**config.mk**
```make
export PLATFORM = sky130hd
export DESIGN_NAME = debounced_digit_matrix_display
export DESIGN_NICKNAME = d
export VERILOG_FILES = /design/src/rtl/ddmd_pkg.sv /design/src/rtl/debounced_digit_matrix_display.sv /design/src/rtl/ddmd_frame_gen.sv
export SDC_FILE = /design/constraint.sdc
export NUM_CORES = 1
export LEC_CHECK = 0
export BUFFER_PORTS_ARGS = -buffer_cell sky130_fd_sc_hd__buf_2
export CELL_PAD_IN_SITES_DETAIL_PLACEMENT = 0
export CELL_PAD_IN_SITES_GLOBAL_PLACEMENT = 2
export CORE_MARGIN = 10
export CORE_UTILIZATION = 36
export DETAILED_ROUTE_END_ITERATION = 8
export PLACE_DENSITY = 0.89
export SLEW_MARGIN = 20
export SYNTH_ARGS = -nofsm -noshare
export SYNTH_HDL_FRONTEND = slang
export SYNTH_SLANG_ARGS = --single-unit
```
**constraint.sdc**
```tcl
create_clock -name clk -period 5.4 [get_ports clk]
set_input_delay 1.08 -clock clk [delete_from_list [all_inputs] [get_ports clk]]
set_output_delay 1.08 -clock clk [all_outputs]
set_load 0.005 [all_outputs]
```
**src/rtl/ddmd_pkg.sv**
```systemverilog
package ddmd_pkg;

    localparam int PIXEL_COUNT = 25;
    localparam int GLYPHS      = 10;
    localparam int ROWS        = 5;
    localparam int COLS        = 5;

    localparam logic [1:0] MODE_REFRESH   = 2'd0;
    localparam logic [1:0] MODE_DECREMENT = 2'd1;
    localparam logic [1:0] MODE_INCREMENT = 2'd2;

    localparam logic [1:0] REG_RED     = 2'd0;
    localparam logic [1:0] REG_GREEN   = 2'd1;
    localparam logic [1:0] REG_BLUE    = 2'd2;
    localparam logic [1:0] REG_LOCKOUT = 2'd3;

    localparam logic [7:0]  RED_RESET     = 8'd0;
    localparam logic [7:0]  GREEN_RESET   = 8'd0;
    localparam logic [7:0]  BLUE_RESET    = 8'd20;
    localparam logic [31:0] LOCKOUT_RESET = 32'd250000;

    localparam logic [2:0] ROW_FIRST = 3'(ROWS - 1);
    localparam logic [2:0] COL_LAST  = 3'(COLS - 1);

    typedef logic [3:0] digit_t;

    typedef struct packed {
        logic   valid;
        digit_t digit;
    } frame_req_t;

    localparam logic [4:0] FONT_ROWS [GLYPHS][ROWS] = '{
        '{5'h0E, 5'h0A, 5'h0A, 5'h0A, 5'h0E},
        '{5'h04, 5'h0C, 5'h04, 5'h04, 5'h04},
        '{5'h0E, 5'h02, 5'h0E, 5'h08, 5'h0E},
        '{5'h0E, 5'h02, 5'h0E, 5'h02, 5'h0E},
        '{5'h0A, 5'h0A, 5'h0E, 5'h02, 5'h02},
        '{5'h0E, 5'h08, 5'h0E, 5'h02, 5'h0E},
        '{5'h0E, 5'h08, 5'h0E, 5'h0A, 5'h0E},
        '{5'h0E, 5'h02, 5'h02, 5'h02, 5'h02},
        '{5'h0E, 5'h0A, 5'h0E, 5'h0A, 5'h0E},
        '{5'h0E, 5'h0A, 5'h0E, 5'h02, 5'h0E}
    };

    function automatic logic glyph_bit(digit_t digit, logic [2:0] row, logic [2:0] col);
        logic [4:0] bits;
        logic       lit;
        lit = 1'b0;
        if (digit < 4'(GLYPHS) && row < 3'(ROWS) && col < 3'(COLS))
        begin
            bits = FONT_ROWS[digit][row];
            lit  = bits[COL_LAST - col];
        end
        return lit;
    endfunction

endpackage

```
**src/rtl/debounced_digit_matrix_display.sv**
```systemverilog
// An item that emits a frame waits in the pending register until ddmd_frame_gen
// takes it; the frame leaves its output register as 25 pixel words from the
// row/column scan, one pixel word per cycle while m_tready is high. An item that
// emits nothing gives no frame; one further emitting item waits while a frame is sent.
// Reset: rst_n is asynchronous, active low; digit 0, last press time 0, default levels.
module debounced_digit_matrix_display
#(
    parameter int DIGIT_COUNT = 10
)
(
    input  logic        clk,
    input  logic        rst_n,
    input  logic        psel,
    input  logic        penable,
    input  logic        pwrite,
    input  logic [3:0]  paddr,
    input  logic [31:0] pwdata,
    output logic [31:0] prdata,
    output logic        pready,
    input  logic        s_tvalid,
    output logic        s_tready,
    input  logic [31:0] s_tdata,  // time_us[31:0]
    input  logic [1:0]  s_tuser,  // mode[1:0]
    output logic        m_tvalid,
    input  logic        m_tready,
    output logic [23:0] m_tdata,  // pixel_color[23:0]
    output logic        m_tlast
);

    localparam ddmd_pkg::digit_t LAST_DIGIT = 4'(DIGIT_COUNT - 1);

    logic [7:0]  red_reg, red_next;
    logic [7:0]  green_reg, green_next;
    logic [7:0]  blue_reg, blue_next;
    logic [31:0] lockout_reg, lockout_next;

    ddmd_pkg::digit_t digit_reg, digit_next;
    logic [31:0]      time_reg, time_next;
    logic             pend_valid_reg, pend_valid_next;
    ddmd_pkg::digit_t pend_digit_reg, pend_digit_next;

    logic             cfg_write;
    logic [1:0]       reg_index;
    logic             in_accept;
    logic             is_press;
    logic             press_ok;
    logic [31:0]      elapsed;
    ddmd_pkg::digit_t stepped;
    logic             req_take;
    ddmd_pkg::frame_req_t req;

    assign pready    = 1'b1;
    assign reg_index = paddr[3:2];
    assign cfg_write = psel && penable && pwrite && pready;

    always_comb
    begin
        unique case (reg_index)
            ddmd_pkg::REG_RED:     prdata = {24'd0, red_reg};
            ddmd_pkg::REG_GREEN:   prdata = {24'd0, green_reg};
            ddmd_pkg::REG_BLUE:    prdata = {24'd0, blue_reg};
            ddmd_pkg::REG_LOCKOUT: prdata = lockout_reg;
            default:               prdata = 32'd0;
        endcase
    end

    always_comb
    begin
        red_next     = red_reg;
        green_next   = green_reg;
        blue_next    = blue_reg;
        lockout_next = lockout_reg;
        if (cfg_write)
        begin
            unique case (reg_index)
                ddmd_pkg::REG_RED:     red_next     = pwdata[7:0];
                ddmd_pkg::REG_GREEN:   green_next   = pwdata[7:0];
                ddmd_pkg::REG_BLUE:    blue_next    = pwdata[7:0];
                ddmd_pkg::REG_LOCKOUT: lockout_next = pwdata;
                default:               lockout_next = lockout_reg;
            endcase
        end
    end

    assign s_tready  = !pend_valid_reg;
    assign in_accept = s_tvalid && s_tready;
    assign is_press  = (s_tuser == ddmd_pkg::MODE_DECREMENT) ||
                       (s_tuser == ddmd_pkg::MODE_INCREMENT);
    assign elapsed   = s_tdata - time_reg;
    assign press_ok  = is_press && (elapsed > lockout_reg);

    always_comb
    begin
        if (s_tuser == ddmd_pkg::MODE_INCREMENT)
        begin
            stepped = (digit_reg >= LAST_DIGIT) ? 4'd0 : digit_reg + 4'd1;
        end
        else
        begin
            stepped = (digit_reg == 4'd0 || digit_reg > LAST_DIGIT) ? LAST_DIGIT
                                                                    : digit_reg - 4'd1;
        end
    end

    always_comb
    begin
        digit_next      = digit_reg;
        time_next       = time_reg;
        pend_valid_next = pend_valid_reg;
        pend_digit_next = pend_digit_reg;

        if (req_take)
        begin
            pend_valid_next = 1'b0;
        end

        if (in_accept)
        begin
            if (press_ok)
            begin
                digit_next      = stepped;
                time_next       = s_tdata;
                pend_valid_next = 1'b1;
                pend_digit_next = stepped;
            end
            else if (s_tuser == ddmd_pkg::MODE_REFRESH)
            begin
                pend_valid_next = 1'b1;
                pend_digit_next = digit_reg;
            end
        end
    end

    always_ff @(posedge clk or negedge rst_n)
    begin
        if (!rst_n)
        begin
            red_reg        <= ddmd_pkg::RED_RESET;
            green_reg      <= ddmd_pkg::GREEN_RESET;
            blue_reg       <= ddmd_pkg::BLUE_RESET;
            lockout_reg    <= ddmd_pkg::LOCKOUT_RESET;
            digit_reg      <= 4'd0;
            time_reg       <= 32'd0;
            pend_valid_reg <= 1'b0;
        end
        else
        begin
            red_reg        <= red_next;
            green_reg      <= green_next;
            blue_reg       <= blue_next;
            lockout_reg    <= lockout_next;
            digit_reg      <= digit_next;
            time_reg       <= time_next;
            pend_valid_reg <= pend_valid_next;
        end
    end

    always_ff @(posedge clk)
    begin
        pend_digit_reg <= pend_digit_next;
    end

    assign req.valid = pend_valid_reg;
    assign req.digit = pend_digit_reg;

    ddmd_frame_gen u_frame_gen
    (
        .clk      (clk),
        .rst_n    (rst_n),
        .req      (req),
        .req_take (req_take),
        .color    ({green_reg, red_reg, blue_reg}),
        .m_tvalid (m_tvalid),
        .m_tready (m_tready),
        .m_tdata  (m_tdata),
        .m_tlast  (m_tlast)
    );

endmodule

```
**src/rtl/ddmd_frame_gen.sv**
```systemverilog
module ddmd_frame_gen
(
    input  logic                clk,
    input  logic                rst_n,
    input  ddmd_pkg::frame_req_t req,
    output logic                req_take,
    input  logic [23:0]         color,
    output logic                m_tvalid,
    input  logic                m_tready,
    output logic [23:0]         m_tdata,  // pixel_color[23:0]
    output logic                m_tlast
);

    logic            busy_reg, busy_next;
    ddmd_pkg::digit_t digit_reg, digit_next;
    logic [2:0]      row_reg, row_next;
    logic [2:0]      col_reg, col_next;
    logic            valid_reg, valid_next;
    logic [23:0]     data_reg, data_next;
    logic            last_reg, last_next;

    logic out_load;
    logic at_end;

    assign out_load = busy_reg && (!valid_reg || m_tready);
    assign at_end   = (row_reg == 3'd0) && (col_reg == 3'd0);
    assign req_take = !busy_reg || (out_load && at_end);

    always_comb
    begin
        busy_next  = busy_reg;
        digit_next = digit_reg;
        row_next   = row_reg;
        col_next   = col_reg;
        valid_next = valid_reg;
        data_next  = data_reg;
        last_next  = last_reg;

        if (m_tready)
        begin
            valid_next = 1'b0;
        end

        if (out_load)
        begin
            valid_next = 1'b1;
            data_next  = ddmd_pkg::glyph_bit(digit_reg, row_reg, col_reg) ? color : 24'd0;
            last_next  = at_end;
            if (!row_reg[0])
            begin
                if (col_reg == 3'd0)
                begin
                    row_next = row_reg - 3'd1;
                end
                else
                begin
                    col_next = col_reg - 3'd1;
                end
            end
            else
            begin
                if (col_reg == ddmd_pkg::COL_LAST)
                begin
                    row_next = row_reg - 3'd1;
                end
                else
                begin
                    col_next = col_reg + 3'd1;
                end
            end
            if (at_end)
            begin
                busy_next = 1'b0;
            end
        end

        if (req_take && req.valid)
        begin
            busy_next  = 1'b1;
            digit_next = req.digit;
            row_next   = ddmd_pkg::ROW_FIRST;
            col_next   = ddmd_pkg::COL_LAST;
        end
    end

    always_ff @(posedge clk or negedge rst_n)
    begin
        if (!rst_n)
        begin
            busy_reg  <= 1'b0;
            valid_reg <= 1'b0;
        end
        else
        begin
            busy_reg  <= busy_next;
            valid_reg <= valid_next;
        end
    end

    always_ff @(posedge clk)
    begin
        digit_reg <= digit_next;
        row_reg   <= row_next;
        col_reg   <= col_next;
        data_reg  <= data_next;
        last_reg  <= last_next;
    end

    assign m_tvalid = valid_reg;
    assign m_tdata  = data_reg;
    assign m_tlast  = last_reg;

endmodule

```
# Word level (Yosys, flattened, before mapping)
# Memory sizes are Yosys's and may differ from the RTL's.
# Index checks and enable logic that the tools add are counted.
# word_totals
register_bits	134
rom_bits	400
elab_cells	110
mem_count	1
# op_classes
add_sub_neg	7
order_cmp	9
eq_ne	9
mux	30
bitwise	2
n_reduce_logical	36
# memory_table
memory	depth	word_bits	read_ports	rd_clocked_by_memory_dff	wr	line	source
(no name shown)	16	25	1	0	0	ddmd_pkg.sv:51	bits = FONT_ROWS[digit][row];
# op_table
cell	count
$pmux W32 S4	1
$mux W25	2
$gt A32 B32 Y1	1
$sub A32 B32 Y32	1
$mux W4	5
$mux W3	6
$bmux W5 S3	1
$reduce_and A2 Y1	7
$mux W1	12
$logic_and A1 B1 Y1	10
$mux W5	2
$reduce_bool A2 Y1	5
$ge A4 B4 Y1 const B	2
$eq A2 B2 Y1 const B	3
$logic_not A3 Y1	2
$lt A3 B3 Y1 const B	2
$reduce_and A3 Y1	2
$sub A3 B1 Y3 const B	2
$ge A5 B5 Y1 const B	1
$not A4 Y5	1
$add A4 B1 Y4 const B	1
$eq A2 B1 Y1 const B	2
$gt A4 B4 Y1 const B	1
$logic_not A2 Y1	2
other kinds (13)	19

# Logic depth before layout (Yosys ltp)
# Gate-level depths: netlist of the first run.
# depth
depth_word	11
mapped_depth	22

# Cells and area by module
# From an unflattened synthesis of the first run, not the netlist that was laid out.
# hier_totals
hier_cells	869
hier_area_um2	8773.4
# modules_own_cells
module	instances	cells_per_inst	area_each_um2
debounced_digit_matrix_display	1	698	6857.8
ddmd_frame_gen	1	171	1915.6

# Worst setup path before layout of the first run
# OpenSTA, ideal clock, no wires.
# synth_timing
path_kind	in2reg
start	input s_tdata[0]
end	register pend_digit_reg[0] (data pin)
arrival_ns	5.384
required_time_ns	5.140
setup_slack_ns	-0.243
stages	20
cell_sequence	inv_1 -> ha_1 -> inv_1 -> fa_1 -> a211oi_2 -> o211ai_2 -> a211oi_4 -> nand3b_4 -> a311oi_4 -> a221o_1 -> or4b_1 -> nand3_1 -> ha_1 -> nand2_1 -> nor3_1 -> nand4_1 -> o41ai_2 -> nor2_1 -> a21oi_1 -> mux2_2
# synth_between
elab_chain_cells	4
# synth_rtl
element	line	source
start: declaration	debounced_digit_matrix_display.sv:22	input logic [31:0] s_tdata,
$sub A32 B32 Y32	debounced_digit_matrix_display.sv:89	assign elapsed = s_tdata - time_reg;
$gt A32 B32 Y1	debounced_digit_matrix_display.sv:90	assign press_ok = is_press && (elapsed > lockout_reg);
$logic_and A1 B1 Y1	debounced_digit_matrix_display.sv:90	
$mux W4	debounced_digit_matrix_display.sv:119	if (press_ok)
end signal: assignment	debounced_digit_matrix_display.sv:160	pend_digit_reg <= pend_digit_next;
end: declaration	debounced_digit_matrix_display.sv:40	ddmd_pkg::digit_t pend_digit_reg, pend_digit_next;
# No other way between the ends.
# A chain may end at the register's enable or synchronous reset.

# Final worst setup path of the first run
# layout_timing
start	input s_tdata[0]
end	register pend_digit_reg[3] (data pin)
# Same word-level chain as after synthesis.

==> results by group, run 1 <==
Setup path
  • Slowest cell on crit path: or4b_4
  • Reg2reg setup slack: 470 ps
  • CP cell instances: buf_8 > inv_4 > ha_4 > inv_2 > fa_2 > a211oi_2 > o211ai_2 > a211oi_4 > nand3b_4 > a311oi_4 > a221o_1 > or4b_4 > nand3_4 > ha_4 > nand2_4 > nor3_2 > nand4_1 > o41ai_2 > buf_4 > buf_6 > nor2_2 > a21oi_2 > buf_6 > mux2_4
  • Worst path top cell family by delay: compound AO/OA/AOI/OAI gates
  • Worst EP arrival: 5490 ps
  • CP max FO: 5
  • Worst Path Buf+Inv: 6
  • Critical Path RT: 5570 ps
  • Critical Path Start Type: input pin
  • Worst setup EP type: flip-flop
  • Setup Crit Path Kind: input pin to flip-flop
  • Delay of the slowest cell on the worst path: 540 ps

STA
  • Slew headroom: 42.9%
  • Worst Clk Skew: 10.8 ps
  • Final Hold Viols: 0
  • Final cycle utilization of the critical path: 98.5%
  • Fin. max-slew vios: 0
  • Final setup TNS: 0 ps
  • Minimum clock period: 5320 ps
  • RSZ-0062 raised after global routing: yes
  • Final setup violating endpoints: 0
  • Fmax: 188 MHz
  • Slew of the pin with the lowest slew margin: 856 ps

Global route
  • Largest net degree at the start of global routing: 66
  • Initial antenna violation count: 1
  • GRT Overall Usage: 14.3%
  • First-pass GRT wire length: 33800 um
  • Gr ovfl total: 0
  • Vias in the first global route: 6558

Detailed routing
  • Antenna Nets Post-Route: 0
  • Vias after detailed routing: 6436
  • Initial drt markers: 272
  • # DRC: 0
  • DRT Pass-1 Iters: 5
  • DR WL met3: 1090 um
  • Post-Route WL: 21100 um
  • Met2 WL: 9550 um
  • WL met1: 10100 um
  • Drt via density: 4.82
  • Avg WL per Cell: 15.8 um
  • Max Used Layer: met4

Die
  • CORE AREA: 22800 um^2
  • Chip width: 172 um
  • # IOs: 137
  • Height of the chip: 172 um
  • Starting density of the core: 36.7%
  • Die footprint: 29700 um^2
  • Num rows: 55

Yosys
  • Async SR Flop Fraction: 70.9%
  • Sequential area share after synthesis: 41.9%
  • Post-Syn Instances: 823
  • Distinct cells, synth: 64
  • Mapped Avg Cell Area: 10.2 um^2
  • Top_reg_cell synth: dfrtp_1
  • EDFF count, synth: 33
  • Seq cells post-synth: 134
  • Syn Std Cell Area: 8360 um^2
  • Mapped Nets: 979
  • Yosys warnings: 0

Finish
  • Area Overhead vs Synth: 28.1%
  • Fraction of layout cells with a size suffix above 1: 33.0%
  • Final #Nets: 1165
  • Fin area: 10700 um^2

Outcome
  • Outcome: finished, final reports clean

Clock network
  • Post-CTS Hold Buffers: 0
  • Root Buffer: clkbuf_16
  • Skew-Pair Late Insertion Delay: 420 ps
  • CTS tree: built
  • Total CTS buffers: 17
  • CTS HTree Levels: 4
  • Clock transition at the registers of the reported paths: 60 ps
  • Max Root-Sink Buffers: 2
  • Clock sinks: 134

Job
  • Max-cap violations: 0

Placement
  • Placed Instance Area: 9880 um^2
  • HPWL after DPL: 16400 um
  • IO Port Bufs: 133
  • Routability Congestion: 0.840

Worst hold path
  • Worst hold path class: flip-flop to flip-flop

Power and ir drop
  • PD cells: 521 nW/um^2
  • Maximum vdd drop: 0.181 mV
  • Leak: 5.03 nW
==> logic make-up after synthesis <==
logic type / share of synthesized area, %
buffers and inverters: 5.22
adders and majority gates: 12.0
DFF: 41.9
AOI/OAI and AO/OA: 14.2
muxes: 11.1
xor gates and xnor gates: 3.25
other: 0.0449
and+or+nand+nor: 12.3
==> final timing paths <==
| kind | end | cells after the start | from |
|---|---|---|---|
| hold / removal | u_frame_gen.digit_reg[0] | 0 | pend_digit_reg[0] |
| hold reg to reg | u_frame_gen.digit_reg[0] | 0 | pend_digit_reg[0] |
| setup / recovery | pend_digit_reg[3] | 24 | s_tdata[0] |
| setup reg to reg | pend_digit_reg[3] | 22 | time_reg[0] |
| max in group asynchronous | lockout_reg[7] | 2 | rst_n |
| min in group asynchronous | lockout_reg[29] | 1 | rst_n |
==> worst reg2reg max path, stage by stage (launching register included) <==
cell,delay (ps)
dfrtp_1,390
ha_4,160
inv_2,30
fa_2,340
a211oi_2,290
o211ai_2,190
a211oi_4,320
nand3b_4,200
a311oi_4,90
a221o_1,360
or4b_4,540
nand3_4,80
ha_4,140
nand2_4,40
nor3_2,140
nand4_1,180
o41ai_2,290
buf_4,190
buf_6,90
nor2_2,30
a21oi_2,140
buf_6,150
mux2_4,300
==> report_power, final <==
part / switching (mW) / internal, mW / leakage (nW) / total [mW]
logic: 1.42 / 1.47 / 3.22 / 2.90
registers: 0.199 / 1.34 / 1.53 / 1.54
clock network: 0.464 / 0.684 / 0.279 / 1.15
==> synthesized netlist by cell type (21+ instances only) <==
cell	number	area [um^2]
edfxtp_1	33	991
xnor2_1	22	193
and2_1	27	169
o21ai_0	50	250
nand2_1	63	236
a21oi_1	45	225
nor2_1	62	233
dfrtp_1	86	2150
inv_1	90	338
a21o_1	21	158
mux2_2	65	732
ha_1	77	963
==> placed cells by master (no fill, tap or decap), types with 9 or more instances in the layout <==
cell | synthesis | routed
nor2_1 | 62 | 60
a21o_1 | 21 | 21
o21ai_0 | 50 | 50
dfstp_2 | 9 | 9
nand2_1 | 63 | 61
ha_1 | 77 | 75
nand4_1 | 9 | 9
buf_2 | 4 | 131
clkbuf_16 | 0 | 17
buf_4 | 1 | 50
mux2_2 | 65 | 31
mux2_4 | 0 | 34
a21oi_1 | 45 | 43
nor2b_1 | 11 | 11
xnor2_1 | 22 | 22
inv_1 | 90 | 88
dfrtp_1 | 86 | 86
edfxtp_1 | 33 | 33
and2_1 | 27 | 26
==> what timing repair did <==
action	in CTS	in global routing
setup endpoints to repair	30	45
pin swaps	16	10
gates cloned	1	0
setup buffers	5	3
resized for setup	17	9
==> routing by layer <==
metal  up-vias  global-route usage [%]
met5         -                       0
met4         0                    4.95
met3        26                    3.06
met2       130                    22.8
met1      3027                    18.8
li1       3253                       -
==> area by class of cell <==
cell class	instances	area [um^2]
Fill cell	2138	12100
Inverter	90	340
Clock buffer	18	429
Multi-Input combinational cell	575	4700
Sequential cell	134	3500
Timing Repair Buffer	191	1190
Antenna cell	1	2.50
Clock inverter	14	149
Tap cell	313	392
==> per-stage QoR <==
stage               util, %  cells  setup WS (ps)  hold slack [ps]  power, mW
finish                 47.0   1336           81.4              420       5.58
global route           47.0   1336          -81.6              438       6.04
CTS                    46.6   1332           2.03              415       5.54
detailed placement     43.4   1294           -454              406       4.30
global placement       43.4   1294           -365              402       4.25
floorplan                 -    823           35.5              400       3.50
Note: power is estimated with default switching activity, not from simulation.
==> run 2: changes to the inputs <==
--- a/config.mk
+++ b/config.mk
@@ -5,12 +5,13 @@
 export SDC_FILE = /design/constraint.sdc
 export NUM_CORES = 1
 export LEC_CHECK = 0
-export BUFFER_PORTS_ARGS = -buffer_cell sky130_fd_sc_hd__buf_2
+export BUFFER_PORTS_ARGS = -buffer_cell sky130_fd_sc_hd__buf_4
 export CELL_PAD_IN_SITES_DETAIL_PLACEMENT = 0
 export CELL_PAD_IN_SITES_GLOBAL_PLACEMENT = 2
 export CORE_MARGIN = 10
 export CORE_UTILIZATION = 36
 export DETAILED_ROUTE_END_ITERATION = 8
+export HOLD_SLACK_MARGIN = 0.15
 export PLACE_DENSITY = 0.89
 export SLEW_MARGIN = 20
 export SYNTH_ARGS = -nofsm -noshare
==> run 2 against run 1 <==
Maximum frequency fell by 1.2%. Combinational power increased by 2%. Critical path depth did not move. Sequential power hardly changed. Register-to-register slack worse by 80 ps. Largest cell class unchanged. Utilization is 1.6 points higher.
==> results by group, run 2 (synthesized netlist as in run 1, its figures left out) <==
Outcome
  • Outcome: finished, final reports clean

Power and ir drop
  • Pint: 3.51 mW
  • Clk pwr share: 19.9%
  • Sw frac: 37.5%
  • PD cells: 507 nW/um^2
  • Total design power: 5.61 mW
  • Switching power: 2.10 mW
  • Reg power frac: 27.3%
  • Gate power share: 52.8%
  • Leak: 5.14 nW
  • Maximum vdd drop: 0.191 mV

Global route
  • Vias in the first global route: 6558
  • First-pass GRT wire length: 34400 um
  • Gr ovfl total: 0
  • Initial antenna violation count: 0
  • GRT Overall Usage: 14.5%
  • Largest net degree at the start of global routing: 51

Detailed routing
  • Antenna Nets Post-Route: 0
  • Initial drt markers: 280
  • Avg WL per Cell: 15.9 um
  • # DRC: 0
  • Drt via density: 4.82
  • Vias after detailed routing: 6462
  • DRT Pass-1 Iters: 4
  • Post-Route WL: 21400 um

STA
  • Fmax: 186 MHz
  • Worst Clk Skew: 10.5 ps
  • Final cycle utilization of the critical path: 99.7%
  • RSZ-0062 raised after global routing: yes
  • Slew headroom: 42.5%
  • Final WS setup: 18.5 ps
  • Final setup violating endpoints: 0
  • Minimum clock period: 5380 ps
  • Final Hold Viols: 0
  • Fin. max-slew vios: 0
  • Slew of the pin with the lowest slew margin: 841 ps

Clock network
  • Root Buffer: clkbuf_16
  • CTS HTree Levels: 4
  • Skew-Pair Late Insertion Delay: 430 ps
  • Clock sinks: 134
  • Max Root-Sink Buffers: 2
  • Clock transition at the registers of the reported paths: 60 ps
  • Post-CTS Hold Buffers: 0
  • Total CTS buffers: 17
  • CTS tree: built

Die
  • Starting density of the core: 36.7%
  • # IOs: 137
  • Height of the chip: 172 um
  • Num rows: 55
  • CORE AREA: 22800 um^2
  • Die footprint: 29700 um^2
  • Chip width: 172 um

Worst hold path
  • Worst hold path class: flip-flop to flip-flop

Placement
  • Routability Congestion: 0.826
  • IO Port Bufs: 133
  • HPWL after DPL: 16500 um
  • Placed Instance Area: 10200 um^2
  • Pre-CTS setup slack: -385 ps

Setup path
  • CP max FO: 5
  • Setup Crit Path Kind: input pin to flip-flop
  • Worst EP arrival: 5560 ps
  • Critical Path RT: 5580 ps
  • Worst setup EP type: flip-flop
  • Critical Path Start Type: input pin

Finish
  • Final #Nets: 1171
  • ANT cells: 0
  • Commonest non-fill, non-tap cell in the layout: buf_4
  • Most frequent cells in the layout: buf_4, inv_1, dfrtp_1
  • Fin area: 11100 um^2
  • Area Overhead vs Synth: 32.4%
  • Final Util: 48.6%
  • Fraction of layout cells with a size suffix above 1: 33.3%

Job
  • Max-cap violations: 0
-- run 2: per-layer routing --
layer / wire, um / track usage (%)
met1: 10100 / 19.1
met2: 10100 / 23.6
met3: 1100 / 3.47
met4: 122 / 3.41
met5: 0 / 0
-- run 2: critical path: stages --
cell	delay [ps]
buf_8	100
inv_4	40
ha_4	130
inv_4	30
fa_2	410
a211oi_4	290
o211ai_2	170
a211oi_4	310
nand3b_4	200
a311oi_4	90
a221o_1	380
buf_4	170
xor2_1	140
ha_1	300
nand4_1	140
nor3_2	210
nand4_1	160
o41ai_2	290
buf_4	200
buf_6	100
nor2_2	40
a21oi_2	120
buf_6	140
mux2_4	300
-- run 2: layout make-up --
class	instances	area, um^2
sequential	134	3500
timing repair buffer	197	1560
clock buffer	19	433
tap	313	392
fill	2136	11700
clock inverter	13	125
multi-input combinational	575	4710
inverter	90	343
-- run 2: per-stage QoR --
stage                     hold slack (ps)  instances  TNS (ps)
after floorplan                       400        823         0
after global placement                402       1292    -13820
after detailed placement              407       1292    -16060
after CTS                             422       1336         0
after global routing                  430       1341     -4620
final                                 420       1341         0
-- run 2: power groups by stage --
| stage | Sequential [mW] | Clock (mW) | Combinational (mW) |
|---|---|---|---|
| finish | 1.53 | 1.12 | 2.96 |
| global route | 1.57 | 1.19 | 3.33 |
| CTS | 1.53 | 1.14 | 2.90 |
| detailed placement | 1.54 | 0 | 2.78 |
| global placement | 1.54 | 0 | 2.75 |
| floorplan | 1.48 | 0 | 2.02 |
-- run 2: path summary, 6_finish.rpt --
kind,from,end,slack [ps],cells past startpoint
max in group asynchronous,rst_n,time_reg[11],3650,2
min in group asynchronous,rst_n,red_reg[3],670,1
min reg2reg,pend_digit_reg[3],u_frame_gen.digit_reg[3],420,0
max,s_tdata[0],pend_digit_reg[2],20,24
max reg2reg,time_reg[0],pend_digit_reg[2],390,22
min,pend_digit_reg[3],u_frame_gen.digit_reg[3],420,0
-- run 2: timing repair --
action                                  4_1_cts  5_1_grt
gates resized for setup                      17       15
pin swaps                                    15       15
endpoints found under the setup margin       29       45
gates cloned                                  2        0
setup buffers                                10        5
